## src/rtl/core/fsk4_pkg.sv

```systemverilog
// Shared types, constants and fixed-point helpers of the 4-FSK symbol timing slicer.
// Used by fsk4_mul and fsk4_symbol_timing_slicer; depends on nothing else.
`timescale 1ns / 1ps

package fsk4_pkg;

    localparam int VALUE_WIDTH    = 16;
    localparam int COUNT_WIDTH    = 7;
    localparam int ALPHA_WIDTH    = 16;
    localparam int ACC_WIDTH      = 32;
    localparam int OP_A_WIDTH     = 34;
    localparam int OP_B_WIDTH     = 18;
    localparam int PROD_WIDTH     = OP_A_WIDTH + OP_B_WIDTH;
    localparam int CFG_DATA_WIDTH = 16;
    localparam int FILL_WIDTH     = 2;
    localparam int ROUND_SHIFT    = 16;
    localparam int RECIP3_SHIFT   = 17;

    typedef logic signed [VALUE_WIDTH-1:0] value_t;
    typedef logic signed [VALUE_WIDTH:0]   value_ext_t;
    typedef logic signed [ACC_WIDTH-1:0]   acc_t;
    typedef logic signed [OP_A_WIDTH-1:0]  op_a_t;
    typedef logic signed [OP_B_WIDTH-1:0]  op_b_t;
    typedef logic signed [PROD_WIDTH-1:0]  prod_t;
    typedef logic signed [PROD_WIDTH:0]    wide_t;
    typedef logic [COUNT_WIDTH-1:0]        count_t;
    typedef logic [ALPHA_WIDTH-1:0]        alpha_t;
    typedef logic [FILL_WIDTH-1:0]         fill_t;
    typedef logic [1:0]                    dibit_t;

    // Operand pair handed to the shared multiplier.
    typedef struct packed {
        op_a_t a;
        op_b_t b;
    } mul_req_t;

    typedef enum logic [0:0] {
        CFG_SYMBOL_PERIOD = 1'b0,
        CFG_SLICER_ALPHA  = 1'b1
    } cfg_index_t;

    typedef enum logic [3:0] {
        ST_IDLE,
        ST_SLICE,
        ST_AVG_MUL,
        ST_AVG_ADD,
        ST_THRESH,
        ST_EYE,
        ST_ERR_MUL,
        ST_ERR_SUB,
        ST_ERR_SCALE,
        ST_ERR_ADD,
        ST_PH_MUL,
        ST_PH_ADD,
        ST_PH_WRAP,
        ST_OUT
    } state_t;

    localparam count_t PERIOD_RESET = 7'd10;
    localparam alpha_t ALPHA_RESET  = 16'd655;

    localparam value_t AVG_RESET_0 = -16'sd4096;
    localparam value_t AVG_RESET_1 = -16'sd1352;
    localparam value_t AVG_RESET_2 = 16'sd1352;
    localparam value_t AVG_RESET_3 = 16'sd4096;
    localparam value_t THR_RESET_0 = -16'sd2048;
    localparam value_t THR_RESET_1 = 16'sd0;
    localparam value_t THR_RESET_2 = 16'sd2048;

    localparam fill_t  HIST_FULL  = 2'd3;
    localparam op_b_t  ERR_GAIN   = 18'sd6554;   // 0.1 in Q0.16
    localparam op_b_t  PHASE_GAIN = 18'sd655;    // 0.01 in Q0.16
    localparam op_b_t  RECIP3     = 18'sd43691;  // ceil(2^17 / 3)
    localparam acc_t   PHASE_ONE  = 32'sd16777216;
    localparam prod_t  ROUND_HALF = prod_t'(32768);

    localparam value_t VALUE_MAX = 16'sh7FFF;
    localparam value_t VALUE_MIN = -16'sh8000;
    localparam acc_t   ACC_MAX   = 32'sh7FFFFFFF;
    localparam acc_t   ACC_MIN   = -32'sh80000000;

    // Round a Q.16 product to nearest, ties toward plus infinity.
    function automatic prod_t round_q16(prod_t p);
        return (p + ROUND_HALF) >>> ROUND_SHIFT;
    endfunction

    function automatic value_t sat_add16(value_t base, prod_t p);
        wide_t s;
        s = wide_t'(base) + wide_t'(round_q16(p));
        if (s > wide_t'(VALUE_MAX)) begin
            return VALUE_MAX;
        end else if (s < wide_t'(VALUE_MIN)) begin
            return VALUE_MIN;
        end
        return value_t'(s);
    endfunction

    function automatic acc_t sat_add32(acc_t base, prod_t p);
        wide_t s;
        s = wide_t'(base) + wide_t'(round_q16(p));
        if (s > wide_t'(ACC_MAX)) begin
            return ACC_MAX;
        end else if (s < wide_t'(ACC_MIN)) begin
            return ACC_MIN;
        end
        return acc_t'(s);
    endfunction

    // Midpoint of two levels, rounded toward minus infinity.
    function automatic value_t midpoint(value_t a, value_t b);
        value_ext_t s;
        s = value_ext_t'(a) + value_ext_t'(b);
        return value_t'(s >>> 1);
    endfunction

endpackage

```

## src/rtl/core/fsk4_symbol_timing_slicer.sv

```systemverilog
// 4-FSK symbol timing recovery and adaptive four-level slicer, top level.
// A sample that is not a symbol decision is taken straight from idle; a decision goes through a
// 14-state sequencer around one shared multiplier, with the timing loop steps only once the
// history is full, and no new sample is accepted until its result enters the output register.
// Reset is synchronous on aresetn low and restores all averages, thresholds, history fill, loop error and phase.
// Depends on fsk4_pkg and fsk4_mul.
`timescale 1ns / 1ps

module fsk4_symbol_timing_slicer (
    input  logic                                     aclk,
    input  logic                                     aresetn,

    input  logic                                     s_valid,
    output logic                                     s_ready,
    input  logic signed [fsk4_pkg::VALUE_WIDTH-1:0]  s_sample,

    output logic                                     m_valid,
    input  logic                                     m_ready,
    output logic        [1:0]                        m_dibit,
    output logic signed [fsk4_pkg::VALUE_WIDTH-1:0]  m_eye_opening,

    input  logic                                     cfg_valid,
    output logic                                     cfg_ready,
    input  logic        [0:0]                        cfg_index,
    input  logic        [fsk4_pkg::CFG_DATA_WIDTH-1:0] cfg_data
);

    // Sequencer state and configuration.
    fsk4_pkg::state_t   state_reg, state_next;
    fsk4_pkg::count_t   count_reg, count_next;
    fsk4_pkg::count_t   period_reg;
    fsk4_pkg::alpha_t   alpha_reg;

    // Adaptive slicer state: four level averages and the three decision thresholds.
    fsk4_pkg::value_t   avg_reg [4];
    fsk4_pkg::value_t   avg_next [4];
    fsk4_pkg::value_t   thr_reg [3];
    fsk4_pkg::value_t   thr_next [3];

    // Timing loop state. The history holds the last three decision samples, oldest first.
    fsk4_pkg::value_t   hist_reg [3];
    fsk4_pkg::value_t   hist_next [3];
    fsk4_pkg::fill_t    fill_reg, fill_next;
    fsk4_pkg::acc_t     err_reg, err_next;
    fsk4_pkg::acc_t     phase_reg, phase_next;

    // Per-decision working registers.
    fsk4_pkg::value_t   v_reg, v_next;
    fsk4_pkg::dibit_t   d_reg, d_next;
    logic               eye_neg_reg, eye_neg_next;
    fsk4_pkg::value_t   eye_reg, eye_next;
    fsk4_pkg::op_a_t    x_reg, x_next;

    // Output register; it lets the sequencer start on the next sample while a result waits.
    logic               m_valid_reg, m_valid_next;
    fsk4_pkg::dibit_t   m_dibit_reg, m_dibit_next;
    fsk4_pkg::value_t   m_eye_reg, m_eye_next;

    fsk4_pkg::mul_req_t mul_req;
    fsk4_pkg::prod_t    product;

    fsk4_pkg::count_t   count_inc;
    fsk4_pkg::value_ext_t eye_diff;
    fsk4_pkg::value_ext_t eye_mag;
    fsk4_pkg::value_t   eye_quot;

    fsk4_mul u_mul (
        .aclk    (aclk),
        .req     (mul_req),
        .product (product)
    );

    assign s_ready       = (state_reg == fsk4_pkg::ST_IDLE);
    assign cfg_ready     = 1'b1;
    assign m_valid       = m_valid_reg;
    assign m_dibit       = m_dibit_reg;
    assign m_eye_opening = m_eye_reg;

    // The sequencer walks one decision through the shared multiplier:
    // level average update, thresholds, eye opening (a multiply by the reciprocal of three)
    // and, once the history is full, the timing error (h2 - h0) * h1, its smoothing and the phase step.
    always_comb begin
        state_next   = state_reg;
        count_next   = count_reg;
        avg_next     = avg_reg;
        thr_next     = thr_reg;
        hist_next    = hist_reg;
        fill_next    = fill_reg;
        err_next     = err_reg;
        phase_next   = phase_reg;
        v_next       = v_reg;
        d_next       = d_reg;
        eye_neg_next = eye_neg_reg;
        eye_next     = eye_reg;
        x_next       = x_reg;
        m_valid_next = m_valid_reg && !m_ready;
        m_dibit_next = m_dibit_reg;
        m_eye_next   = m_eye_reg;
        mul_req      = '0;

        count_inc = count_reg + fsk4_pkg::COUNT_WIDTH'(1);
        eye_diff  = fsk4_pkg::value_ext_t'(avg_reg[3]) - fsk4_pkg::value_ext_t'(avg_reg[0]);
        eye_mag   = eye_diff[fsk4_pkg::VALUE_WIDTH] ? -eye_diff : eye_diff;
        eye_quot  = $signed(product[fsk4_pkg::RECIP3_SHIFT +: fsk4_pkg::VALUE_WIDTH]);

        case (state_reg)
            fsk4_pkg::ST_IDLE: begin
                // The counter wraps at its width; a period of zero makes every
                // sample a decision.
                if (s_valid) begin
                    if (count_inc < period_reg) begin
                        count_next = count_inc;
                    end else begin
                        count_next = '0;
                        v_next     = s_sample;
                        state_next = fsk4_pkg::ST_SLICE;
                    end
                end
            end

            fsk4_pkg::ST_SLICE: begin
                if (v_reg < thr_reg[0]) begin
                    d_next = 2'd0;
                end else if (v_reg < thr_reg[1]) begin
                    d_next = 2'd1;
                end else if (v_reg < thr_reg[2]) begin
                    d_next = 2'd2;
                end else begin
                    d_next = 2'd3;
                end
                state_next = fsk4_pkg::ST_AVG_MUL;
            end

            fsk4_pkg::ST_AVG_MUL: begin
                mul_req.a  = fsk4_pkg::op_a_t'(v_reg) - fsk4_pkg::op_a_t'(avg_reg[d_reg]);
                mul_req.b  = fsk4_pkg::op_b_t'(alpha_reg);
                state_next = fsk4_pkg::ST_AVG_ADD;
            end

            fsk4_pkg::ST_AVG_ADD: begin
                avg_next[d_reg] = fsk4_pkg::sat_add16(avg_reg[d_reg], product);
                state_next      = fsk4_pkg::ST_THRESH;
            end

            fsk4_pkg::ST_THRESH: begin
                thr_next[0] = fsk4_pkg::midpoint(avg_reg[0], avg_reg[1]);
                thr_next[1] = fsk4_pkg::midpoint(avg_reg[1], avg_reg[2]);
                thr_next[2] = fsk4_pkg::midpoint(avg_reg[2], avg_reg[3]);
                // Divide the magnitude by three and restore the sign afterwards,
                // which truncates toward zero.
                eye_neg_next = eye_diff[fsk4_pkg::VALUE_WIDTH];
                mul_req.a    = fsk4_pkg::op_a_t'(eye_mag);
                mul_req.b    = fsk4_pkg::RECIP3;
                hist_next[0] = hist_reg[1];
                hist_next[1] = hist_reg[2];
                hist_next[2] = v_reg;
                if (fill_reg != fsk4_pkg::HIST_FULL) begin
                    fill_next = fill_reg + fsk4_pkg::FILL_WIDTH'(1);
                end
                state_next = fsk4_pkg::ST_EYE;
            end

            fsk4_pkg::ST_EYE: begin
                eye_next = eye_neg_reg ? -eye_quot : eye_quot;
                if (fill_reg == fsk4_pkg::HIST_FULL) begin
                    state_next = fsk4_pkg::ST_ERR_MUL;
                end else begin
                    state_next = fsk4_pkg::ST_OUT;
                end
            end

            fsk4_pkg::ST_ERR_MUL: begin
                mul_req.a  = fsk4_pkg::op_a_t'(hist_reg[2]) - fsk4_pkg::op_a_t'(hist_reg[0]);
                mul_req.b  = fsk4_pkg::op_b_t'(hist_reg[1]);
                state_next = fsk4_pkg::ST_ERR_SUB;
            end

            fsk4_pkg::ST_ERR_SUB: begin
                x_next     = fsk4_pkg::op_a_t'(product) - fsk4_pkg::op_a_t'(err_reg);
                state_next = fsk4_pkg::ST_ERR_SCALE;
            end

            fsk4_pkg::ST_ERR_SCALE: begin
                mul_req.a  = x_reg;
                mul_req.b  = fsk4_pkg::ERR_GAIN;
                state_next = fsk4_pkg::ST_ERR_ADD;
            end

            fsk4_pkg::ST_ERR_ADD: begin
                err_next   = fsk4_pkg::sat_add32(err_reg, product);
                state_next = fsk4_pkg::ST_PH_MUL;
            end

            fsk4_pkg::ST_PH_MUL: begin
                mul_req.a  = fsk4_pkg::op_a_t'(err_reg);
                mul_req.b  = fsk4_pkg::PHASE_GAIN;
                state_next = fsk4_pkg::ST_PH_ADD;
            end

            fsk4_pkg::ST_PH_ADD: begin
                phase_next = fsk4_pkg::sat_add32(phase_reg, product);
                state_next = fsk4_pkg::ST_PH_WRAP;
            end

            fsk4_pkg::ST_PH_WRAP: begin
                // Passing +1.0 pulls the next decision one sample earlier. Passing -1.0
                // only wraps the phase, since the counter already sits at zero.
                if (phase_reg > fsk4_pkg::PHASE_ONE) begin
                    phase_next = phase_reg - fsk4_pkg::PHASE_ONE;
                    count_next = count_inc;
                end else if (phase_reg < -fsk4_pkg::PHASE_ONE) begin
                    phase_next = phase_reg + fsk4_pkg::PHASE_ONE;
                end
                state_next = fsk4_pkg::ST_OUT;
            end

            fsk4_pkg::ST_OUT: begin
                if (!m_valid_reg || m_ready) begin
                    m_valid_next = 1'b1;
                    m_dibit_next = d_reg;
                    m_eye_next   = eye_reg;
                    state_next   = fsk4_pkg::ST_IDLE;
                end
            end

            default: begin
                state_next = fsk4_pkg::ST_IDLE;
            end
        endcase
    end

    always_ff @(posedge aclk) begin
        if (!aresetn) begin
            state_reg   <= fsk4_pkg::ST_IDLE;
            count_reg   <= '0;
            period_reg  <= fsk4_pkg::PERIOD_RESET;
            alpha_reg   <= fsk4_pkg::ALPHA_RESET;
            avg_reg[0]  <= fsk4_pkg::AVG_RESET_0;
            avg_reg[1]  <= fsk4_pkg::AVG_RESET_1;
            avg_reg[2]  <= fsk4_pkg::AVG_RESET_2;
            avg_reg[3]  <= fsk4_pkg::AVG_RESET_3;
            thr_reg[0]  <= fsk4_pkg::THR_RESET_0;
            thr_reg[1]  <= fsk4_pkg::THR_RESET_1;
            thr_reg[2]  <= fsk4_pkg::THR_RESET_2;
            fill_reg    <= '0;
            err_reg     <= '0;
            phase_reg   <= '0;
            m_valid_reg <= 1'b0;
        end else begin
            state_reg   <= state_next;
            count_reg   <= count_next;
            avg_reg     <= avg_next;
            thr_reg     <= thr_next;
            fill_reg    <= fill_next;
            err_reg     <= err_next;
            phase_reg   <= phase_next;
            m_valid_reg <= m_valid_next;
            // Configuration transactions must arrive only while the block is idle; it does not enforce this.
            if (cfg_valid && cfg_ready) begin
                case (cfg_index)
                    fsk4_pkg::CFG_SYMBOL_PERIOD: begin
                        period_reg <= cfg_data[fsk4_pkg::COUNT_WIDTH-1:0];
                    end
                    fsk4_pkg::CFG_SLICER_ALPHA: begin
                        alpha_reg <= cfg_data[fsk4_pkg::ALPHA_WIDTH-1:0];
                    end
                    default: begin
                    end
                endcase
            end
        end
    end

    // Working and payload registers carry no reset.
    always_ff @(posedge aclk) begin
        hist_reg    <= hist_next;
        v_reg       <= v_next;
        d_reg       <= d_next;
        eye_neg_reg <= eye_neg_next;
        eye_reg     <= eye_next;
        x_reg       <= x_next;
        m_dibit_reg <= m_dibit_next;
        m_eye_reg   <= m_eye_next;
    end

    // A decision always starts from a cleared sample counter.
    assert property (@(posedge aclk) disable iff (!aresetn)
        (state_reg == fsk4_pkg::ST_SLICE) |-> (count_reg == '0))
        else $error("sample counter not cleared at a symbol decision");

    // The timing loop runs only with a full symbol history.
    assert property (@(posedge aclk) disable iff (!aresetn)
        (state_reg == fsk4_pkg::ST_ERR_MUL) |-> (fill_reg == fsk4_pkg::HIST_FULL))
        else $error("timing error computed from a short history");

    // Once full, the history stays full until reset.
    assert property (@(posedge aclk) disable iff (!aresetn)
        (fill_reg == fsk4_pkg::HIST_FULL) |=> (fill_reg == fsk4_pkg::HIST_FULL))
        else $error("history fill count dropped");

    // A result is presented only when the sequencer finishes a decision.
    assert property (@(posedge aclk) disable iff (!aresetn)
        $rose(m_valid_reg) |-> $past(state_reg == fsk4_pkg::ST_OUT))
        else $error("result raised outside the output step");

endmodule

```

## src/rtl/core/fsk4_mul.sv

```systemverilog
// Shared signed multiplier of the slicer datapath with a registered product.
// Depends on fsk4_pkg for the operand and product types.
`timescale 1ns / 1ps

module fsk4_mul (
    input  logic               aclk,
    input  fsk4_pkg::mul_req_t req,
    output fsk4_pkg::prod_t    product
);

    fsk4_pkg::prod_t product_reg;

    always_ff @(posedge aclk) begin
        product_reg <= fsk4_pkg::prod_t'(req.a) * fsk4_pkg::prod_t'(req.b);
    end

    assign product = product_reg;

endmodule

```

## config.mk

```make
export PLATFORM = sky130hd
export DESIGN_NAME = fsk4_symbol_timing_slicer
export DESIGN_NICKNAME = d
export VERILOG_FILES = /design/src/rtl/core/fsk4_pkg.sv /design/src/rtl/core/fsk4_symbol_timing_slicer.sv /design/src/rtl/core/fsk4_mul.sv
export SDC_FILE = /design/constraint.sdc
export NUM_CORES = 2
export LEC_CHECK = 0
export BUFFER_PORTS_ARGS = -buffer_cell sky130_fd_sc_hd__buf_4
export CAP_MARGIN = 5
export CORE_ASPECT_RATIO = 1.1
export CORE_MARGIN = 10
export CORE_UTILIZATION = 26
export DETAILED_ROUTE_END_ITERATION = 7
export PLACE_DENSITY_LB_ADDON = 0.12
export SYNTH_ARGS = -nofsm -noshare
export SYNTH_HDL_FRONTEND = slang
export SYNTH_SLANG_ARGS = --single-unit
```

## constraint.sdc

```tcl
create_clock -name aclk -period 11.8 [get_ports aclk]
set_input_delay 3.54 -clock aclk [delete_from_list [all_inputs] [get_ports aclk]]
set_output_delay 3.54 -clock aclk [all_outputs]
set_load 0.01 [all_outputs]
```

==> metrics.txt <==
cell with the most instances after synthesis inv_1; dpl hpwl 151,000 um; Post-Synth XOR/XNOR Area 5.12%; Synth Area in Simple Gates 13.0%; vias per inst between 5 and 6; met1 Track Usage GR 24.8%; Max Clk Rate 0.0899 GHz; Max FO, Critical Path 6; Total Wirelength roughly 190,000 um; CP Launch Type flip-flop; P_int 0.00529 W; FF+latch count, synth 400; Synth async-reset ratio 0%; Tot GR Track Use 17.7%; Post-synth EDFFs ~140; row count 170; max FFs per register 64; vias in the first global route 43,700; Clock Power Share 15.0%; Worst Tran Pin Value 1220 ps; critical path arrival 11,680 ps; top cells by area, synth fa_1 23%, dfxtp_1 10%, ha_1 10%, edfxtp_1 8.0%, inv_1 6.7%; final cell area excluding filler cells 56,200 um2; dominant cell type by area after synthesis fa_1; syn_nets about 7,000; Synth Flop Type dfxtp_1; Leak Pwr 25.0 nW; layout cells sized above 1 6.41%; CP peak stage delay 670 ps; Multi-input gate area 37,100 um2; # hold bufs at CTS 0; TNS Setup 0 ps; met3 usage 1.38%; Seq pwr share around 17%; chip width around 440 um; initial antenna violation count 3; most frequent cell on the critical path fa_1; initial drt markers around 2,800; gr ovfl total 0; Post-Synth Adder-Cell Area approximately a third; Psw around 0.006 W; Num CTS Buffers 53; DR vias approximately 43,000; H-tree Lvls 2; Most Crowded Layer GR met2; gp weighted congestion roughly 0.87; Worst Hold Class flip-flop to flip-flop; WL per Instance ~23 um; sequential cell area fraction in the yosys report 18.4%; FF/Latch Area roughly 9400 um2; post-route ant nets 0; io pins 59; worst skew pair latency 680 ps; final hold viol count 0; post-synth top area share 23.5%; DRC viols 0; Power Density roughly 200 nW/um2; Period Utilization, post-route between 90 and 100%; Sinks on Clock Net 400; WP buf/inv 5; Post-CTS Setup Bufs 0; critical path data required time 12,350 ps; Max VDD drop 0.109 mV; Worst setup EP type flip-flop; drt pass-1 iters 6; Critical-path top delay cell xnor2_1; Die Area roughly 210,000 um2; Synth Instances 5,916; DP Area 54,400 um2; cts repair resizes 0; routing usage on met2 29.8%; first-pass GRT wire length 289,000 um; Area Overhead vs Synth 10.7%; largest family of logic cells by synthesized area adder cells; CTS tree done; Rel. slew slack 18.5%; outcome finished, final reports clean; chip height approximately 480 um; CTS Buffer Depth 3; mux cell area share after synthesis 1.05%; RSZ-0062 raised after global routing no; Root Driver clkbuf_16; switch share 53.4%; Compound-Gate Fraction of Synth Area ~20%; clk slew on worst S/H paths 60 ps; crit-path leading delay family adder cells; top cells by count, synth 902 x inv_1, 595 x fa_1, 501 x nand2_1, 452 x o21ai_0, 419 x ha_1; largest net degree at the start of global routing 105; synthesized area 50,800 um2; Max Transition Viols Final 0; Fill cells 20,800; Layout Nets 6,920; CORE AREA 195,000 um2; Final setup violation count 0; mean post-synth cell area between 8 and 9 um2; Setup CP Type flip-flop to flip-flop; clk_skew between 70 and 80 ps; MaxCap Viol Count 0; Initial Util 26.1%; yosys warns 0; Gate power share 68.3%; IO buf count 57; min Tclk post-route 11,130 ps; post-synth cell types approximately 100
-- cells in the final DEF, fill, tap and decap left out, types with 100 or more instances in the layout --
master / n
fa_1: 595
nor3_1: 101
ha_1: 419
inv_1: 901
edfxtp_1: 135
o21ai_0: 452
nand3_1: 100
buf_4: 178
a21o_1: 119
a31oi_1: 128
xnor2_1: 201
nand2_1: 500
a21oi_1: 356
nor2_1: 303
dfxtp_1: 265
-- path summary, 6_finish.rpt --
check | start | end | slack [ps] | depth (start not counted)
worst max-delay path | avg_reg[0]$_SDFFE_PN0P_ | u_mul.product[47]$_DFF_P_ | 670 | 36
worst max register to register | avg_reg[0]$_SDFFE_PN0P_ | u_mul.product[47]$_DFF_P_ | 670 | 36
worst min register to register | eye_reg[3]$_DFFE_PP_ | m_eye_opening[3]$_DFFE_PP_ | 420 | 0
worst min-delay path | eye_reg[3]$_DFFE_PP_ | m_eye_opening[3]$_DFFE_PP_ | 420 | 0
-- metal layers --
metal	share of wire, %	up-vias
met5	0	-
met4	2.0	0
met3	3.5	179
met2	48	935
met1	47	21600
li1	-	20000
-- power by group through the flow --
stage | Clock (W) | Combinational (W) | Sequential, W
6_report | 0.00170 | 0.00775 | 0.00189
3_5_place_dp | 0 | 0.00779 | 0.00192
3_3_place_gp | 0 | 0.00779 | 0.00192
5_1_grt | 0.00181 | 0.00859 | 0.00191
2_1_floorplan | 0 | 0.00515 | 0.00179
4_1_cts | 0.00176 | 0.00783 | 0.00189
-- metrics by stage --
step	utilization (%)	power, W	instances	hold WS [ps]	setup slack (ps)
after floorplan	-	0.00694	5916	400	1100
after global placement	28.0	0.00971	8392	412	707
after detailed placement	28.0	0.00971	8392	410	632
after CTS	28.9	0.0115	8492	424	540
after global routing	28.9	0.0123	8493	434	104
final	28.9	0.0113	8495	421	674
-- area by class of cell --
cell class	count	share of cell area, %
multi-input cells	4328	65.9
inverters	904	6.04
flip-flops and latches	400	16.6
clock buffers	64	2.49
diodes	2	0.00890
well taps	2580	5.74
repair buffers	181	2.46
clock inverters	36	0.712
-- cell families after synthesis --
logic type	after synthesis
flip-flops	400
buffers and inverters	1188
AND/OR/NAND/NOR	1402
multiplexers	33
adder cells (fa/ha/maj)	1014
other	1
AO/OA/AOI/OAI	1581
XOR/XNOR	297
(Power assumes the default switching activity.)
